==> config.mk <==
export PLATFORM = sky130hd
export DESIGN_NAME = brake_turn_signal_controller
export DESIGN_NICKNAME = d
export VERILOG_FILES = /design/src/bts_pkg.sv /design/src/bts_cfg_regs.sv /design/src/bts_core.sv /design/src/brake_turn_signal_controller.sv
export SDC_FILE = /design/constraint.sdc
export NUM_CORES = 1
export LEC_CHECK = 0
export BUFFER_PORTS_ARGS = -buffer_cell sky130_fd_sc_hd__buf_2
export CORE_MARGIN = 5
export CORE_UTILIZATION = 55
export CTS_CLUSTER_DIAMETER = 60
export DETAILED_ROUTE_END_ITERATION = 16
export PLACE_DENSITY = 0.77
export SLEW_MARGIN = 10
export SYNTH_ARGS = -nofsm -noshare
export SYNTH_HDL_FRONTEND = slang
export SYNTH_SLANG_ARGS = --single-unit
==> constraint.sdc <==
create_clock -name clk_i -period 6.3 [get_ports clk_i]
set_input_delay 0.315 -clock clk_i [delete_from_list [all_inputs] [get_ports clk_i]]
set_output_delay 0.315 -clock clk_i [all_outputs]
set_load 0.02 [all_outputs]
==> src/bts_pkg.sv <==
// Package: shared types, codes and constants of the brake and turn signal controller.
`timescale 1ns / 1ps

package bts_pkg;

  localparam int unsigned ADDR_W = 5;
  localparam int unsigned DATA_W = 32;

  // Item kinds
  localparam logic [1:0] KIND_SPEED = 2'd0;
  localparam logic [1:0] KIND_VOICE = 2'd1;
  localparam logic [1:0] KIND_EVAL  = 2'd2;
  localparam logic [1:0] KIND_RSVD  = 2'd3;  // reserved, changes nothing

  // Voice recognizer codes
  localparam logic [7:0] VOICE_LEFT  = 8'd16;
  localparam logic [7:0] VOICE_RIGHT = 8'd17;
  localparam logic [7:0] VOICE_BRAKE = 8'd18;

  localparam logic [11:0] SPEED_MAX = 12'd3000;

  // Register indexes
  localparam logic [2:0] CFG_BRAKE_TH      = 3'd0;
  localparam logic [2:0] CFG_HARD_BRAKE_TH = 3'd1;
  localparam logic [2:0] CFG_TURN_TH       = 3'd2;
  localparam logic [2:0] CFG_RELEASE_TH    = 3'd3;
  localparam logic [2:0] CFG_BRAKE_HOLD    = 3'd4;
  localparam logic [2:0] CFG_VOICE_TIMEOUT = 3'd5;

  // Register reset values
  localparam logic signed [15:0] BRAKE_TH_RST      = -16'sd700;
  localparam logic signed [15:0] HARD_BRAKE_TH_RST = -16'sd8000;
  localparam logic [14:0]        TURN_TH_RST       = 15'd1400;
  localparam logic [14:0]        RELEASE_TH_RST    = 15'd100;
  localparam logic [15:0]        BRAKE_HOLD_RST    = 16'd3000;
  localparam logic [15:0]        VOICE_TIMEOUT_RST = 16'd10000;

  typedef enum logic [1:0] {
    SIG_IDLE  = 2'd0,
    SIG_BRAKE = 2'd1,
    SIG_LEFT  = 2'd2,
    SIG_RIGHT = 2'd3
  } signal_e;

  typedef struct packed {
    logic signed [15:0] brake_th;
    logic signed [15:0] hard_brake_th;
    logic [14:0]        turn_th;
    logic [14:0]        release_th;
    logic [15:0]        brake_hold;
    logic [15:0]        voice_timeout;
  } bts_cfg_t;

  typedef struct packed {
    logic [1:0]         kind;
    logic [11:0]        speed;
    logic [7:0]         voice;
    logic signed [15:0] roll;
    logic [31:0]        now;
  } bts_item_t;

endpackage

==> src/bts_cfg_regs.sv <==
// APB register file holding the thresholds and timing limits.
`timescale 1ns / 1ps

module bts_cfg_regs
  import bts_pkg::*;
(
  input  logic              clk_i,
  input  logic              rst_ni,
  input  logic              psel,
  input  logic              penable,
  input  logic              pwrite,
  input  logic [ADDR_W-1:0] paddr,
  input  logic [DATA_W-1:0] pwdata,
  output logic [DATA_W-1:0] prdata,
  output logic              pready,
  output bts_cfg_t          cfg_o
);

  bts_cfg_t   cfg_q;
  logic       wr_en;
  logic [2:0] idx;

  assign pready = 1'b1;
  assign wr_en  = psel & penable & pwrite;
  assign idx    = paddr[4:2];
  assign cfg_o  = cfg_q;

  always_ff @(posedge clk_i or negedge rst_ni) begin
    if (!rst_ni) begin
      cfg_q.brake_th      <= BRAKE_TH_RST;
      cfg_q.hard_brake_th <= HARD_BRAKE_TH_RST;
      cfg_q.turn_th       <= TURN_TH_RST;
      cfg_q.release_th    <= RELEASE_TH_RST;
      cfg_q.brake_hold    <= BRAKE_HOLD_RST;
      cfg_q.voice_timeout <= VOICE_TIMEOUT_RST;
    end else if (wr_en) begin
      case (idx)
        CFG_BRAKE_TH:      cfg_q.brake_th      <= pwdata[15:0];
        CFG_HARD_BRAKE_TH: cfg_q.hard_brake_th <= pwdata[15:0];
        CFG_TURN_TH:       cfg_q.turn_th       <= pwdata[14:0];
        CFG_RELEASE_TH:    cfg_q.release_th    <= pwdata[14:0];
        CFG_BRAKE_HOLD:    cfg_q.brake_hold    <= pwdata[15:0];
        CFG_VOICE_TIMEOUT: cfg_q.voice_timeout <= pwdata[15:0];
        default: ;
      endcase
    end
  end

  always_comb begin
    case (idx)
      CFG_BRAKE_TH:      prdata = {16'd0, cfg_q.brake_th};
      CFG_HARD_BRAKE_TH: prdata = {16'd0, cfg_q.hard_brake_th};
      CFG_TURN_TH:       prdata = {17'd0, cfg_q.turn_th};
      CFG_RELEASE_TH:    prdata = {17'd0, cfg_q.release_th};
      CFG_BRAKE_HOLD:    prdata = {16'd0, cfg_q.brake_hold};
      CFG_VOICE_TIMEOUT: prdata = {16'd0, cfg_q.voice_timeout};
      default:           prdata = '0;
    endcase
  end

endmodule

==> src/bts_core.sv <==
// Controller state: speed history, voice request, turn lock, timer and the signal state machine.
`timescale 1ns / 1ps

module bts_core
  import bts_pkg::*;
(
  input  logic               clk_i,
  input  logic               rst_ni,
  input  logic               step_i,
  input  bts_item_t          item_i,
  input  bts_cfg_t           cfg_i,
  output signal_e            mode_d_o,
  output logic signed [15:0] diff_d_o
);

  // Speed history as a shift line, newest sample in tap 0.
  logic [11:0]        ring_q [4];
  signal_e            mode_q, mode_d;
  signal_e            voice_q, voice_d;
  logic               lock_q, lock_d;
  logic [31:0]        trig_q, trig_d;
  logic signed [15:0] diff_q, diff_d;

  logic [11:0]        speed_sat;
  logic signed [17:0] d_full;
  logic signed [15:0] d;
  logic signed [16:0] roll_x, turn_x, rel_x;
  logic [31:0]        elapsed;
  logic               is_eval;
  logic               d_brake, d_hard, roll_left, roll_right;
  logic               lt_hold, gt_hold, lt_to, gt_to;
  logic               lean, released, vmatch, lock_eff, wait_voice, turn_clear, extend;

  assign speed_sat = (item_i.speed > SPEED_MAX) ? SPEED_MAX : item_i.speed;

  // d = 10*cur - (r1 + 4*r2 + 5*r3)
  assign d_full = $signed({6'd0, ring_q[0]}) * 18'sd10
                - ($signed({6'd0, ring_q[1]})
                 + $signed({6'd0, ring_q[2]}) * 18'sd4
                 + $signed({6'd0, ring_q[3]}) * 18'sd5);
  assign d = d_full[15:0];

  assign roll_x = {item_i.roll[15], item_i.roll};
  assign turn_x = $signed({2'b00, cfg_i.turn_th});
  assign rel_x  = $signed({2'b00, cfg_i.release_th});

  assign is_eval    = step_i && (item_i.kind == KIND_EVAL);
  assign d_brake    = d < cfg_i.brake_th;
  assign d_hard     = d < cfg_i.hard_brake_th;
  assign roll_left  = roll_x > turn_x;
  assign roll_right = roll_x < -turn_x;

  // Timer differences wrap modulo 2^32.
  assign elapsed = item_i.now - trig_q;
  assign lt_hold = elapsed < {16'd0, cfg_i.brake_hold};
  assign gt_hold = elapsed > {16'd0, cfg_i.brake_hold};
  assign lt_to   = elapsed < {16'd0, cfg_i.voice_timeout};
  assign gt_to   = elapsed > {16'd0, cfg_i.voice_timeout};

  // Turn rules, direction taken from the current mode.
  assign lean     = (mode_q == SIG_LEFT) ? roll_left : roll_right;
  assign released = (mode_q == SIG_LEFT) ? (roll_x < rel_x) : (roll_x > -rel_x);
  assign vmatch   = voice_q == mode_q;
  assign lock_eff = lock_q | lean;
  // Unlocked voice turn still inside its timeout: no release, only braking ends it.
  assign wait_voice = vmatch && !lock_eff && lt_to;
  assign turn_clear = (vmatch && !lock_eff && gt_to) || (released && !wait_voice);
  assign extend     = gt_hold && ((voice_q == SIG_BRAKE) || d_hard);

  // Next signal state
  always_comb begin
    mode_d = mode_q;
    if (is_eval) begin
      case (mode_q)
        SIG_IDLE: begin
          if (d_brake || voice_q == SIG_BRAKE) mode_d = SIG_BRAKE;
          else if (roll_left || voice_q == SIG_LEFT) mode_d = SIG_LEFT;
          else if (roll_right || voice_q == SIG_RIGHT) mode_d = SIG_RIGHT;
        end
        SIG_BRAKE: begin
          if (!lt_hold && !extend) begin
            if (roll_right) mode_d = SIG_RIGHT;
            else if (roll_left) mode_d = SIG_LEFT;
            else mode_d = SIG_IDLE;
          end
        end
        default: begin
          if (d_brake) mode_d = SIG_BRAKE;
          else if (turn_clear) mode_d = SIG_IDLE;
        end
      endcase
    end
  end

  // Voice request, lock, trigger time and last difference
  always_comb begin
    voice_d = voice_q;
    lock_d  = lock_q;
    trig_d  = trig_q;
    diff_d  = diff_q;
    if (step_i && item_i.kind == KIND_VOICE) begin
      case (item_i.voice)
        VOICE_BRAKE: voice_d = SIG_BRAKE;
        VOICE_LEFT:  voice_d = SIG_LEFT;
        VOICE_RIGHT: voice_d = SIG_RIGHT;
        default: ;
      endcase
    end
    if (is_eval) begin
      diff_d = d;
      case (mode_q)
        SIG_IDLE: begin
          if (d_brake || voice_q == SIG_BRAKE) begin
            voice_d = SIG_IDLE;
            trig_d  = item_i.now;
          end else if (roll_left || voice_q == SIG_LEFT ||
                       roll_right || voice_q == SIG_RIGHT) begin
            trig_d = item_i.now;
          end
        end
        SIG_BRAKE: begin
          if (extend) begin
            voice_d = SIG_IDLE;
            trig_d  = item_i.now;
          end
        end
        default: begin
          if (d_brake || turn_clear) begin
            voice_d = SIG_IDLE;
            lock_d  = 1'b0;
          end else begin
            lock_d = lock_eff;
          end
        end
      endcase
    end
  end

  always_ff @(posedge clk_i or negedge rst_ni) begin
    if (!rst_ni) begin
      ring_q  <= '{default: '0};
      mode_q  <= SIG_IDLE;
      voice_q <= SIG_IDLE;
      lock_q  <= 1'b0;
      trig_q  <= '0;
      diff_q  <= '0;
    end else begin
      if (step_i && item_i.kind == KIND_SPEED) begin
        ring_q[0] <= speed_sat;
        ring_q[1] <= ring_q[0];
        ring_q[2] <= ring_q[1];
        ring_q[3] <= ring_q[2];
      end
      mode_q  <= mode_d;
      voice_q <= voice_d;
      lock_q  <= lock_d;
      trig_q  <= trig_d;
      diff_q  <= diff_d;
    end
  end

  assign mode_d_o = mode_d;
  assign diff_d_o = diff_d;

endmodule

==> src/brake_turn_signal_controller.sv <==
// Top level of the brake and turn signal controller.
`timescale 1ns / 1ps

// Usage
//   Input channel (in_valid_i / in_stall_o): one item per transfer. kind_i
//   picks a speed sample, a voice command or an evaluation; the other fields
//   are read as that kind needs them.
//   Output channel (out_valid_o / out_stall_i): exactly one result per input
//   item, in order: the signal state after the item and the last evaluated
//   weighted speed difference.
//   APB port: six registers at byte addresses 0, 4, ..., 20. The user writes
//   them only while no item is in flight; the block does not enforce it.
//   pready is tied high, reads return the value.
// Timing
//   Each item passes through the input register, then the state update loads
//   the result register once it is free or draining. Throughput is one item
//   per cycle while the receiver does not stall, set by the combinational
//   state update between the two registers.
// Stall
//   While the receiver stalls, the result register holds; one more item may
//   wait in the input register, after that in_stall_o rises.
// Reset
//   rst_ni low clears the speed history, state, timer and both valid flags,
//   and loads the register defaults. No clearing pass is needed.

module brake_turn_signal_controller
  import bts_pkg::*;
(
  input  logic               clk_i,
  input  logic               rst_ni,
  // configuration
  input  logic               psel,
  input  logic               penable,
  input  logic               pwrite,
  input  logic [ADDR_W-1:0]  paddr,
  input  logic [DATA_W-1:0]  pwdata,
  output logic [DATA_W-1:0]  prdata,
  output logic               pready,
  // input items
  input  logic               in_valid_i,
  output logic               in_stall_o,
  input  logic [1:0]         kind_i,
  input  logic [11:0]        speed_sample_i,
  input  logic [7:0]         voice_code_i,
  input  logic signed [15:0] roll_angle_i,
  input  logic [31:0]        now_ms_i,
  // results
  output logic               out_valid_o,
  input  logic               out_stall_i,
  output logic [1:0]         signal_state_o,
  output logic signed [15:0] speed_difference_o
);

  bts_cfg_t           cfg;
  bts_item_t          item_q;
  logic               in_valid_q, in_valid_d;
  logic               out_valid_q, out_valid_d;
  logic               in_xfer, advance;
  signal_e            mode_d;
  logic signed [15:0] diff_d;
  logic [1:0]         state_q;
  logic signed [15:0] diff_out_q;

  bts_cfg_regs u_cfg (
    .clk_i   (clk_i),
    .rst_ni  (rst_ni),
    .psel    (psel),
    .penable (penable),
    .pwrite  (pwrite),
    .paddr   (paddr),
    .pwdata  (pwdata),
    .prdata  (prdata),
    .pready  (pready),
    .cfg_o   (cfg)
  );

  // The held item moves on whenever the result register is free or drains.
  assign advance    = in_valid_q && (!out_valid_q || !out_stall_i);
  assign in_stall_o = in_valid_q && !advance;
  assign in_xfer    = in_valid_i && !in_stall_o;

  assign in_valid_d  = in_xfer || (in_valid_q && !advance);
  assign out_valid_d = advance || (out_valid_q && out_stall_i);

  always_ff @(posedge clk_i or negedge rst_ni) begin
    if (!rst_ni) begin
      in_valid_q  <= 1'b0;
      out_valid_q <= 1'b0;
    end else begin
      in_valid_q  <= in_valid_d;
      out_valid_q <= out_valid_d;
    end
  end

  // Input register, payload only
  always_ff @(posedge clk_i) begin
    if (in_xfer) begin
      item_q.kind  <= kind_i;
      item_q.speed <= speed_sample_i;
      item_q.voice <= voice_code_i;
      item_q.roll  <= roll_angle_i;
      item_q.now   <= now_ms_i;
    end
  end

  bts_core u_core (
    .clk_i    (clk_i),
    .rst_ni   (rst_ni),
    .step_i   (advance),
    .item_i   (item_q),
    .cfg_i    (cfg),
    .mode_d_o (mode_d),
    .diff_d_o (diff_d)
  );

  // Result register
  always_ff @(posedge clk_i) begin
    if (advance) begin
      state_q    <= mode_d;
      diff_out_q <= diff_d;
    end
  end

  assign out_valid_o        = out_valid_q;
  assign signal_state_o     = state_q;
  assign speed_difference_o = diff_out_q;

endmodule

# ---- After elaboration in Yosys (flattened, before gate mapping)
# Index checks and enable logic that the tools add are counted.
dict set report op_classes {
  n_addsub 6
  mul 2
  n_div 0
  n_lt_le_gt_ge 11
  n_eq_ne 18
  n_shift 0
  muxes 27
  bitwise_logic 4
  n_reduce_logical 45
}
# op count
set op_table {}
lappend op_table {{32-bit 2-to-1 mux} 3}
lappend op_table {{16-bit case mux with 6 select lines} 1}
lappend op_table {{32-bit by 16-bit greater-than comparator with 1-bit output} 2}
lappend op_table {{32-bit by 16-bit less-than comparator with 1-bit output} 2}
lappend op_table {{32-bit case mux with 2 select lines} 1}
lappend op_table {{16-bit less-than comparator} 3}
lappend op_table {{15-bit negator with 17-bit output} 2}
lappend op_table {{32-bit subtractor} 1}
lappend op_table {{12-bit by 3-bit multiplier with 15-bit output, second input constant} 2}
lappend op_table {{2-bit 2-to-1 mux} 14}
lappend op_table {{8-bit by 5-bit equality test with 1-bit output, second input constant} 3}
lappend op_table {{16-bit by 17-bit greater-than comparator with 1-bit output} 1}
lappend op_table {{16-bit by 17-bit less-than comparator with 1-bit output} 1}
lappend op_table {{16-bit adder} 1}
lappend op_table {{16-bit greater-than comparator} 1}
lappend op_table {{16-bit 2-to-1 mux} 1}
lappend op_table {{16-bit subtractor} 1}
lappend op_table {{12-bit by 14-bit adder with 15-bit output} 1}
lappend op_table {{2-bit AND reduction} 7}
lappend op_table {{1-bit logical AND} 13}
lappend op_table {{12-bit greater-than comparator, second input constant} 1}
lappend op_table {{12-bit 2-to-1 mux} 1}
lappend op_table {{1-bit logical OR} 11}
lappend op_table {{2-bit equality test, second input constant} 4}
lappend op_table {{other kinds (19)} 35}
dict set report totals {
  register_bits 285
  latchBits 0
  ramBits 0
  mem_bits_ro 0
  inputBits 114
  mem_count 0
}

# ---- Logic depth before layout (Yosys ltp)
# Gate-level depths: netlist of run 1.
dict set report depth {
  ltp_word 14
  ltp_mapped 36
}

# ---- Cells and area by module
# From an unflattened synthesis of run 1, not the netlist that was laid out.
dict set report unflattened {
  cells_unflattened 1832
  hier_area_um2 18975.7
}
# module instances cells_each area_each_um2 seq_area_each_um2
set modules_own_cells {}
lappend modules_own_cells {bts_core 1 1403 11763.8 2527.4}
lappend modules_own_cells {bts_cfg_regs 1 333 4476.8 2396.0}
lappend modules_own_cells {brake_turn_signal_controller 1 96 2735.1 2692.6}

# ---- Worst setup path after synthesis of run 1
# OpenSTA, ideal clock, no wires.
dict set report synth_timing {
  path_type {register to register}
  from {register u_core.ring_q[1] (netlist name)}
  to {register u_core.trig_q[10]}
  setup_time_ns 0.127
  t_arrival_ns 6.459
  required_ns 6.173
  setup_slack_ns -0.287
  path_stages_with_launch 37
  path_buffers 2
  period_less_slack_ns 6.587
  path_cell_list {dfrtp_1 ha_1 ha_1 inv_1 fa_1 inv_1 a21oi_1 o21ai_0 and2_1 o21ai_0 nand2b_1 a21o_1 a21o_1 a21o_1 a21oi_1 xnor2_1 fa_1 inv_1 ha_1 nand3_1 nand2_1 a41o_1 o21ai_0 and3_1 nor2_1 ha_1 nand4_1 a2111oi_0 o21ai_0 a21boi_0 o41ai_1 a311o_1 a21oi_1 or4_1 buf_6 buf_12 mux2_1}
}
dict set report synth_via {
  elab_chain_cells 8
}
# item line
set synth_lines {}
lappend synth_lines {{from (decl)} bts_core.sv:17} ;# logic [11:0] ring_q [4];
lappend synth_lines {{12-bit by 3-bit multiplier with 15-bit output (*)} bts_core.sv:40} ;# + $signed({6'd0, ring_q[3]}) * 18'sd5);
lappend synth_lines {{16-bit adder (*)} bts_core.sv:40}
lappend synth_lines {{16-bit subtractor (*)} bts_core.sv:38} ;# - ($signed({6'd0, ring_q[1]})
lappend synth_lines {{16-bit less-than comparator} bts_core.sv:49} ;# assign d_hard = d < cfg_i.hard_brake_th;
lappend synth_lines {{1-bit logical OR} bts_core.sv:68} ;# assign extend = gt_hold && ((voice_q == SIG_BRAKE) || d_hard);
lappend synth_lines {{1-bit logical AND} bts_core.sv:68}
lappend synth_lines {{2-bit by 1-bit != test with 1-bit output (no line)} -}
lappend synth_lines {{4-bit AND reduction (no line)} -}
lappend synth_lines {{to (signal assigned)} bts_core.sv:157} ;# trig_q <= trig_d;
lappend synth_lines {{to (decl)} bts_core.sv:21} ;# logic [31:0] trig_q, trig_d;
# Mark *: on every way between the ends. The rest lies on a longest branch, timed or not.
# A chain may end at the register's enable or synchronous reset.

# ---- Final worst setup path of run 1
dict set report layout_timing {
  from {register u_core.ring_q[1] (netlist name)}
  to {register u_core.trig_q[25]}
}
# The elaborated chain is that of the path after synthesis.

==> results.py, run 1 <==
metrics = {
    "synthesis": {
        "netlist_top_cells_count": "nand2_1 (272), ha_1 (225), inv_1 (216)",
        "synth_area_per_cell_um2": 9.53,
        "seq_area_frac_synth": 0.390,
        "syn_inst": 2050,
        "synth_edf_count": 88,
        "yosysMostFrequentCell": "nand2_1",
        "yosysWarningCount": 0,
        "async_reset_ff_frac": 0.691,
        "synthTopCellsByArea": "dfrtp_1 (21%), ha_1 (14%), edfxtp_1 (14%)",
        "syn_area_um2": 19500,
        "synth_seq_cells": 285,
        "synth_cell_types": 84,
        "synth_ff_type": "dfrtp_1",
        "synth_largest_area_cell": "dfrtp_1",
        "synth_top_area_frac": 0.208,
    },
    "global_routing": {
        "grt_pass1_wl_um": 83600,
        "grt_max_degree": 71,
        "global_route.usage.total": 0.265,
        "grt_pass1_vias": 16000,
        "overflow": 0,
        "antenna_found_initial": 0,
    },
    "route": {
        "via_count": 16100,
        "ant_nets": 0,
        "dr.pass1.iters": 5,
        "post_drt_wl_per_cell_um": 18.6,
        "routed_wl_um": 52400,
        "vias_per_cell": 5.72,
        "drcViolationCount": 0,
        "drtIter0Drc": 1016,
    },
    "worst_setup_path": {
        "crit_type": "reg -> reg",
        "cpPeakStageDelay_ns": 0.56,
        "crit_required_ns": 6.73,
        "critPathLaunchType": "flop",
        "critPathCaptureType": "flop",
        "rrSetupSlack_ns": -0.37,
        "crit_path_max_fanout": 8,
        "r2r_start": "u_core.ring_q[1]",
        "slowest_stage": "or4_4",
        "cp-endpoint": "u_core.trig_q[25]",
        "worstRegToRegCells": 31,
        "cp.arrival_ns": 7.09,
        "r2r_end": "u_core.trig_q[25]",
        "crit_start": "u_core.ring_q[1]",
    },
    "clock_network": {
        "worstSkewPairLatency_ns": 0.55,
        "cts-root-buf": "clkbuf_16",
        "cts_sinks": 285,
        "cts_buffers": 36,
        "clock_path_buffers": 3,
        "cts.clk_slew.worst_paths_ns": 0.06,
        "htree_levels": 2,
        "cts_tree": "done",
    },
    "place": {
        "gp_congestion": 0.911,
        "io_buffer_count": 131,
        "placed_area_um2": 21100,
        "detailed_place_hpwl_um": 38400,
        "dp_slack_ns": -0.660,
    },
    "timing": {
        "tightestPinTransition_ns": 1.01,
        "timing.fmax_mhz": 150,
        "worst_slack_ns": -0.365,
        "min_period_ns": 6.67,
        "finClkSkew_ns": 0.0153,
        "slew_headroom": 0.328,
        "final_hold_viol_count": 0,
        "setup_violations": 32,
        "finalCritPeriodShare": 1.06,
        "rsz0062_at_grt": "yes",
        "drv_slew": 0,
    },
    "floorplan": {
        "rows": 69,
        "fp.coreArea_um2": 35300,
        "start_util": 0.553,
        "chipWidth_um": 198,
        "die-area_um2": 39400,
        "io_pins": 167,
        "chipHeight_um": 198,
    },
    "run_status": {
        "violations": "negative setup slack",
        "outcome": "finished, violations left",
    },
    "layout": {
        "final_area_um2": 23500,
        "final_core_util": 0.664,
        "multiInputGateArea_um2": 11000,
        "drive_gt1_frac": 0.192,
        "syn_to_final_growth_pct": 20.1,
        "regArea_um2": 7620,
        "final.fill_count": 2688,
        "fin_nets": 2683,
    },
    "job": {
        "drv_cap": 0,
    },
    "worst_hold_path": {
        "hp-class": "in -> reg",
    },
}
-- layout make-up --
class / instances / area share
diodes: 1 / 0.000107
clock buffers: 42 / 0.0420
clock inverters: 24 / 0.0104
inverters: 217 / 0.0347
multi-input cells: 1482 / 0.469
flip-flops and latches: 285 / 0.325
well taps: 461 / 0.0246
repair buffers: 304 / 0.0946
-- flip-flops by register name (all words and copies together) (netlist names) --
signal,flops
u_cfg.cfg_o,94
item_q,70
u_core.ring_q,48
u_core.trig_q,32
speed_difference_o,16
u_core.diff_q,16
signal_state_o,2
u_core.mode_q,2
u_core.voice_q,2
in_valid_q,1
out_valid_o,1
u_core.lock_q,1
-- worst max-delay path: cells and delay by family (launching register included) --
family	cells	cell delay [ns]
AOI/OAI and AO/OA	13	2.14
xor gates and xnor gates	2	0.34
adders and majority gates	6	1.92
buffers and inverters	5	0.51
DFF	1	0.38
muxes	1	0.30
and+or+nand+nor	4	0.93
-- per-layer routing --
layer | up-vias | wire length [µm] | global-route usage | share of wire
li1 | 7738 | - | - | -
met1 | 7705 | 21800 | 0.352 | 0.42
met2 | 529 | 25000 | 0.440 | 0.48
met3 | 122 | 3500 | 0.0445 | 0.067
met4 | 0 | 2040 | 0.101 | 0.039
met5 | - | 0 | 0 | 0
-- worst min-delay path by stage --
| stage | start | endpoint | slack (ns) | cells past startpoint |
|---|---|---|---|---|
| floorplan | rst_ni | in_valid_q | 0.02 | 0 |
| global placement | rst_ni | u_core.ring_q[31] | 0.34 | 1 |
| detailed placement | rst_ni | u_core.ring_q[31] | 0.34 | 1 |
| CTS | pwdata[15] | u_cfg.cfg_o[77] | 0.03 | 3 |
| global route | pwdata[15] | u_cfg.cfg_o[77] | 0.04 | 3 |
| finish | pwdata[15] | u_cfg.cfg_o[77] | 0.06 | 3 |
-- cells by family after synthesis --
family | synth area share
other | 0.000384
flip-flops | 0.390
AO/OA/AOI/OAI | 0.152
XOR/XNOR | 0.0381
AND/OR/NAND/NOR | 0.136
buffers and inverters | 0.0648
adder cells (fa/ha/maj) | 0.163
multiplexers | 0.0563
-- stage by stage --
| stage | hold WS, ns | setup TNS, ns | std cells |
|---|---|---|---|
| after global routing | 0.0402 | -19.34 | 2815 |
| after floorplan | 0.0194 | 0 | 2065 |
| final | 0.0635 | -11.30 | 2816 |
| after detailed placement | 0.336 | -21.12 | 2662 |
| after CTS | 0.0324 | -9.55 | 2809 |
| after global placement | 0.337 | -14.07 | 2662 |
-- cell usage in the layout, fill, tap and decap left out, drive strengths merged, types with 33 or more instances in the layout --
| cell type | synthesis | final |
|---|---|---|
| clkbuf | 46 | 43 |
| nand3 | 33 | 33 |
| nand2 | 272 | 272 |
| inv | 216 | 218 |
| nor2 | 102 | 102 |
| dfstp | 35 | 35 |
| xnor2 | 64 | 64 |
| ha | 225 | 225 |
| dfrtp | 162 | 162 |
| edfxtp | 88 | 88 |
| dlygate4sd3 | 0 | 73 |
| a21oi | 116 | 116 |
| mux2 | 56 | 56 |
| buf | 35 | 230 |
| nand4 | 33 | 33 |
| o21ai | 162 | 162 |
| a21o | 44 | 44 |
-- timing repair --
action                                 4_1_cts  5_1_grt
hold buffers                                73        0
setup buffers                                5        7
setup endpoints to repair                   36       37
endpoints found under the hold margin      115        0
pin swaps                                   36       36
gates cloned                                 3        0
resized for setup                           27       35
Power of run 1 is left out: the tool's default activity adds up to more than one toggle a clock period on the data nets, which glitch-free logic cannot reach.
==> run 2: changes to the inputs <==
--- a/config.mk
+++ b/config.mk
@@ -6,11 +6,12 @@
 export NUM_CORES = 1
 export LEC_CHECK = 0
 export BUFFER_PORTS_ARGS = -buffer_cell sky130_fd_sc_hd__buf_2
+export CORE_ASPECT_RATIO = 0.7
 export CORE_MARGIN = 5
 export CORE_UTILIZATION = 55
 export CTS_CLUSTER_DIAMETER = 60
 export DETAILED_ROUTE_END_ITERATION = 16
-export PLACE_DENSITY = 0.77
+export PLACE_DENSITY = 0.74
 export SLEW_MARGIN = 10
 export SYNTH_ARGS = -nofsm -noshare
 export SYNTH_HDL_FRONTEND = slang
==> constraint.sdc (replaced) <==
create_clock -name clk_i -period 6.4 [get_ports clk_i]
set_input_delay 0.32 -clock clk_i [delete_from_list [all_inputs] [get_ports clk_i]]
set_output_delay 0.32 -clock clk_i [all_outputs]
set_load 0.02 [all_outputs]
==> run 2 against run 1 <==
Clock skew is 0.0020 ns lower. Sequential share of layout area is 0.17 points lower. Hold slack got worse by 0.024 ns. Global-route usage grew 1.3 points. Maximum frequency increased by 0.91%. The run still ends with negative setup slack left. Cell area is 0.55% higher. Core utilization grew 1.2 points. Register-to-register slack improved by 0.16 ns. Non-clock buffer count rose by 13. Setup slack better by 0.16 ns. Via count is 1.9% higher. Die area increased by 0.16%.
==> results.py, run 2 (same netlist as run 1, synthesis figures left out) <==
metrics = {
    "job": {
        "drv_cap": 0,
    },
    "floorplan": {
        "start_util": 0.560,
        "chipHeight_um": 168,
        "fp.coreArea_um2": 34900,
        "rows": 57,
        "die-area_um2": 39400,
        "io_pins": 167,
        "chipWidth_um": 235,
    },
    "worst_setup_path": {
        "cp.arrival_ns": 7.06,
        "cp-endpoint": "u_core.trig_q[19]",
        "crit_path_max_fanout": 8,
        "worstRegToRegCells": 32,
        "crit_type": "reg -> reg",
        "slowest_stage": "fa_1",
        "crit_required_ns": 6.85,
        "r2r_start": "u_core.ring_q[3]",
        "critPathCaptureType": "flop",
        "critPathLaunchType": "flop",
        "rrSetupSlack_ns": -0.20,
        "crit_start": "u_core.ring_q[3]",
        "cpPeakStageDelay_ns": 0.56,
        "r2r_end": "u_core.trig_q[19]",
    },
    "route": {
        "routed_wl_um": 56600,
        "wl_met1_um": 25100,
        "post_drt_wl_per_cell_um": 20.0,
        "dr.pass1.iters": 5,
        "via_count": 16400,
        "top_layer_used": "met5",
        "drtIter0Drc": 1357,
        "drcViolationCount": 0,
        "ant_nets": 0,
        "vias_per_cell": 5.80,
        "route.met3.wl_um": 5510,
        "met2_length_um": 24400,
    },
    "timing": {
        "drv_slew": 0,
        "finalCritPeriodShare": 1.03,
        "finClkSkew_ns": 0.0133,
        "tightestPinTransition_ns": 1.04,
        "hold_slack_ns": 0.0391,
        "timing.fmax_mhz": 151,
        "setup_tns_ns": -6.05,
        "slew_headroom": 0.301,
        "rsz0062_at_grt": "yes",
        "setup_violations": 32,
        "min_period_ns": 6.60,
        "worst_slack_ns": -0.205,
        "final_hold_viol_count": 0,
    },
    "global_routing": {
        "global_route.usage.total": 0.278,
        "grt_max_degree": 73,
        "grt_pass1_vias": 16200,
        "overflow": 0,
        "grt_pass1_wl_um": 88900,
        "antenna_found_initial": 1,
    },
    "clock_network": {
        "cts_buffers": 30,
        "cts_tree": "done",
        "htree_levels": 1,
        "worstSkewPairLatency_ns": 0.58,
        "clock_path_buffers": 3,
        "cts_sinks": 285,
        "cts.clk_slew.worst_paths_ns": 0.07,
        "cts-root-buf": "clkbuf_16",
    },
    "worst_hold_path": {
        "whs_path_depth": 3,
        "hp-start": "pwdata[9]",
        "hp-class": "in -> reg",
    },
    "place": {
        "gp_congestion": 0.973,
        "detailed_place_hpwl_um": 40900,
        "io_buffer_count": 131,
        "dp.cells": 2675,
    },
    "layout": {
        "multiInputGateArea_um2": 11200,
        "regArea_um2": 7620,
        "fin_cells": 2828,
        "fin_nets": 2690,
        "layout_commonest_cell": "nand2_1",
        "final_core_util": 0.676,
        "syn_to_final_growth_pct": 20.7,
        "drive_gt1_frac": 0.202,
        "largest_register_ffs": 94,
        "antennaDiodeCount": 0,
        "final_cell_mix": "nand2_1 (271), ha_1 (211), inv_1 (210)",
        "final.fill_count": 2592,
    },
    "run_status": {
        "violations": "negative setup slack",
        "outcome": "finished, violations left",
    },
}
==> run 2: changes by cell type in the layout (fill, tap and decap cells not counted), sizes merged <==
cell and delta:
clkinvlp -3, diode -1, clkbuf -5, dlygate4sd3 +1, bufinv +2, clkinv -5, buf +12
==> run 2: stage by stage <==
step	worst slack, ns	area (µm²)
global route	-0.459	23600
finish	-0.205	23600
CTS	-0.0381	23400
detailed placement	-0.687	21100
floorplan	0.000438	19600
global placement	-0.539	21100
==> run 2: cell type report <==
| type | count | share of cell area |
|---|---|---|
| Clock inverter | 18 | 0.00971 |
| Tap cell | 472 | 0.0250 |
| Inverter | 217 | 0.0345 |
| Clock buffer | 37 | 0.0343 |
| Sequential cell | 285 | 0.323 |
| Multi-Input combinational cell | 1482 | 0.474 |
| Timing Repair Buffer | 317 | 0.0995 |
==> run 2: timing repair <==
item | CTS | global route
cloned | 3 | 0
buffers inserted | 20 | 3
gates resized for setup | 71 | 28
hold endpoints to repair | 130 | 0
hold buffers | 74 | 0
endpoints found under the setup margin | 34 | 37
pin swaps | 60 | 14
==> run 2: worst min-delay path by stage <==
stage / to / slack, ns
after global routing: u_cfg.cfg_o[55] / 0.03
after global placement: u_core.trig_q[20] / 0.38
after detailed placement: u_core.trig_q[20] / 0.38
after CTS: u_cfg.cfg_o[55] / 0.01
final: u_cfg.cfg_o[9] / 0.04
after floorplan: in_valid_q / 0.02
==> run 2: routing by layer <==
metal	GRT usage	vias up
li1	-	7741
met1	0.400	7908
met2	0.418	637
met3	0.0820	107
met4	0.0626	4
met5	0.0182	-
==> run 2: worst max-delay path, delay by kind of cell, from the launching register on <==
kind                     cells  cell delay [ns]
AO/OA/AOI/OAI               12             1.92
adder cells (fa/ha/maj)      6             1.91
buffers and inverters        8             0.94
AND/OR/NAND/NOR              3             0.77
flip-flops                   1             0.39
multiplexers                 1             0.30
XOR/XNOR                     2             0.20
Power of run 2 is left out for the same reason.
==> run 3: changes to the inputs <==
--- a/config.mk
+++ b/config.mk
@@ -8,10 +8,10 @@
 export BUFFER_PORTS_ARGS = -buffer_cell sky130_fd_sc_hd__buf_2
 export CORE_ASPECT_RATIO = 0.7
 export CORE_MARGIN = 5
-export CORE_UTILIZATION = 55
+export CORE_UTILIZATION = 60
 export CTS_CLUSTER_DIAMETER = 60
 export DETAILED_ROUTE_END_ITERATION = 16
-export PLACE_DENSITY = 0.74
+export PLACE_DENSITY = 0.8
 export SLEW_MARGIN = 10
 export SYNTH_ARGS = -nofsm -noshare
 export SYNTH_HDL_FRONTEND = slang
==> run 3 against run 2 <==
The run still ends with negative setup slack left. Largest cell class unchanged. First-iteration DRC count is 42% higher. Cell area is 0.81% lower. Hold slack better by 0.0012 ns. Core utilization is 5.0 points higher. Sequential share of layout area is 0.26 points higher. Register-to-register slack worse by 0.27 ns. Cell count is 1.5% lower. Clock skew is 0.012 ns higher. Sequential cell count stayed put.
==> results.py, run 3 (same netlist as run 1, synthesis figures left out) <==
metrics = {
    "timing": {
        "slew_headroom": 0.382,
        "tightestPinTransition_ns": 0.925,
        "timing.fmax_mhz": 146,
        "worst_slack_ns": -0.471,
        "final_hold_viol_count": 0,
        "min_period_ns": 6.87,
        "setup_violations": 34,
        "setup_tns_ns": -13.47,
        "drv_slew": 0,
        "finalCritPeriodShare": 1.07,
        "hold_slack_ns": 0.0403,
        "finClkSkew_ns": 0.0249,
        "rsz0062_at_grt": "yes",
    },
    "layout": {
        "syn_to_final_growth_pct": 19.7,
        "drive_gt1_frac": 0.196,
        "largest_register_ffs": 94,
        "fin_nets": 2692,
        "layout_commonest_cell": "nand2_1",
        "fin_cells": 2785,
        "final_cell_mix": "nand2_1 (271), ha_1 (213), inv_1 (212)",
        "antennaDiodeCount": 0,
    },
    "worst_setup_path": {
        "critPathCaptureType": "flop",
        "r2r_start": "u_core.ring_q[1]",
        "worstRegToRegCells": 29,
        "crit_path_max_fanout": 8,
        "cp_common_cell": "a21o_1",
        "rrSetupSlack_ns": -0.47,
        "r2r_end": "u_core.trig_q[8]",
        "critPathLaunchType": "flop",
        "cp.arrival_ns": 7.32,
        "cpPeakStageDelay_ns": 0.59,
        "crit_required_ns": 6.85,
        "crit_type": "reg -> reg",
        "slowest_stage": "fa_1",
    },
    "job": {
        "drv_cap": 0,
    },
    "place": {
        "dp.cells": 2632,
        "detailed_place_hpwl_um": 40600,
        "io_buffer_count": 131,
        "gp_congestion": 0.983,
    },
    "clock_network": {
        "clock_path_buffers": 3,
        "htree_levels": 1,
        "cts_tree": "done",
        "cts-root-buf": "clkbuf_16",
        "cts_sinks": 285,
        "cts.clk_slew.worst_paths_ns": 0.07,
        "worstSkewPairLatency_ns": 0.58,
        "cts_buffers": 29,
    },
    "floorplan": {
        "chipWidth_um": 226,
        "io_pins": 167,
        "fp.coreArea_um2": 32200,
        "rows": 55,
        "die-area_um2": 36300,
        "start_util": 0.607,
        "chipHeight_um": 161,
    },
    "route": {
        "dr.pass1.iters": 6,
        "drcViolationCount": 0,
        "drtIter0Drc": 1930,
        "post_drt_wl_per_cell_um": 20.7,
        "routed_wl_um": 57600,
        "via_count": 16900,
        "vias_per_cell": 6.07,
        "ant_nets": 0,
    },
    "run_status": {
        "violations": "negative setup slack",
        "outcome": "finished, violations left",
    },
    "global_routing": {
        "grt_pass1_wl_um": 89800,
        "global_route.usage.total": 0.308,
        "grt_pass1_vias": 16600,
        "overflow": 0,
        "antenna_found_initial": 0,
        "grt_max_degree": 87,
    },
    "worst_hold_path": {
        "hp-class": "in -> reg",
        "hold_end": "u_cfg.cfg_o[55]",
        "hp-start": "pwdata[8]",
        "whs_path_depth": 3,
    },
}
run 3: changes by cell type in the layout (fill, tap and decap cells not counted), moves of 3 or more:
cell and delta:
buf_4 +6, clkinv_1 -3, ha_4 -3, nor2_1 +4, nor2_2 -5, o21ai_0 +6, o21ai_1 -6, xor2_1 +3
xor2_2 -3
run 3: layout make-up:
cell class	instances	area, µm²
Fill cell	2249	8810
Clock inverter	19	280
Sequential cell	285	7620
Tap cell	427	534
Inverter	217	815
Clock buffer	35	758
Timing Repair Buffer	320	2340
Multi-Input combinational cell	1482	11000
run 3: metal layers:
metal / up-vias / wire [µm] / global-route usage
li1: 7732 / - / -
met1: 8174 / 24200 / 0.453
met2: 835 / 25400 / 0.469
met3: 165 / 5880 / 0.0674
met4: 0 / 2060 / 0.0740
met5: - / 0 / 0
run 3: worst max-delay path by stage:
stage,start,to,slack (ns)
floorplan,u_core.ring_q[1],u_core.trig_q[10],0.0004
global placement,u_core.ring_q[1],u_core.trig_q[20],-0.51
detailed placement,u_core.ring_q[1],u_core.trig_q[20],-0.74
CTS,u_core.ring_q[3],u_core.trig_q[8],-0.12
global route,u_core.ring_q[1],u_core.trig_q[8],-0.71
finish,u_core.ring_q[1],u_core.trig_q[8],-0.47
run 3: critical path, delay by kind of cell (launching register included):
family,cells,cell delay [ns]
XOR/XNOR,1,0.22
adder cells (fa/ha/maj),6,2.21
flip-flops,1,0.42
buffers and inverters,6,0.72
multiplexers,1,0.29
AO/OA/AOI/OAI,12,2.11
AND/OR/NAND/NOR,3,0.75
run 3: through the flow:
step | area, µm² | setup WS (ns) | utilization
2_1_floorplan | 19600 | 0.000438 | -
3_3_place_gp | 21100 | -0.512 | 0.655
3_5_place_dp | 21100 | -0.735 | 0.655
4_1_cts | 23200 | -0.123 | 0.721
5_1_grt | 23400 | -0.713 | 0.726
6_report | 23400 | -0.471 | 0.726
run 3: what timing repair did:
action / 4_1_cts / 5_1_grt
endpoints found under the hold margin: 146 / 0
buffers inserted: 19 / 5
pin swaps: 36 / 12
cloned: 3 / 0
gates resized for setup: 38 / 32
setup endpoints to repair: 37 / 38
hold buffers: 73 / 0
Power of run 3 is left out for the same reason.
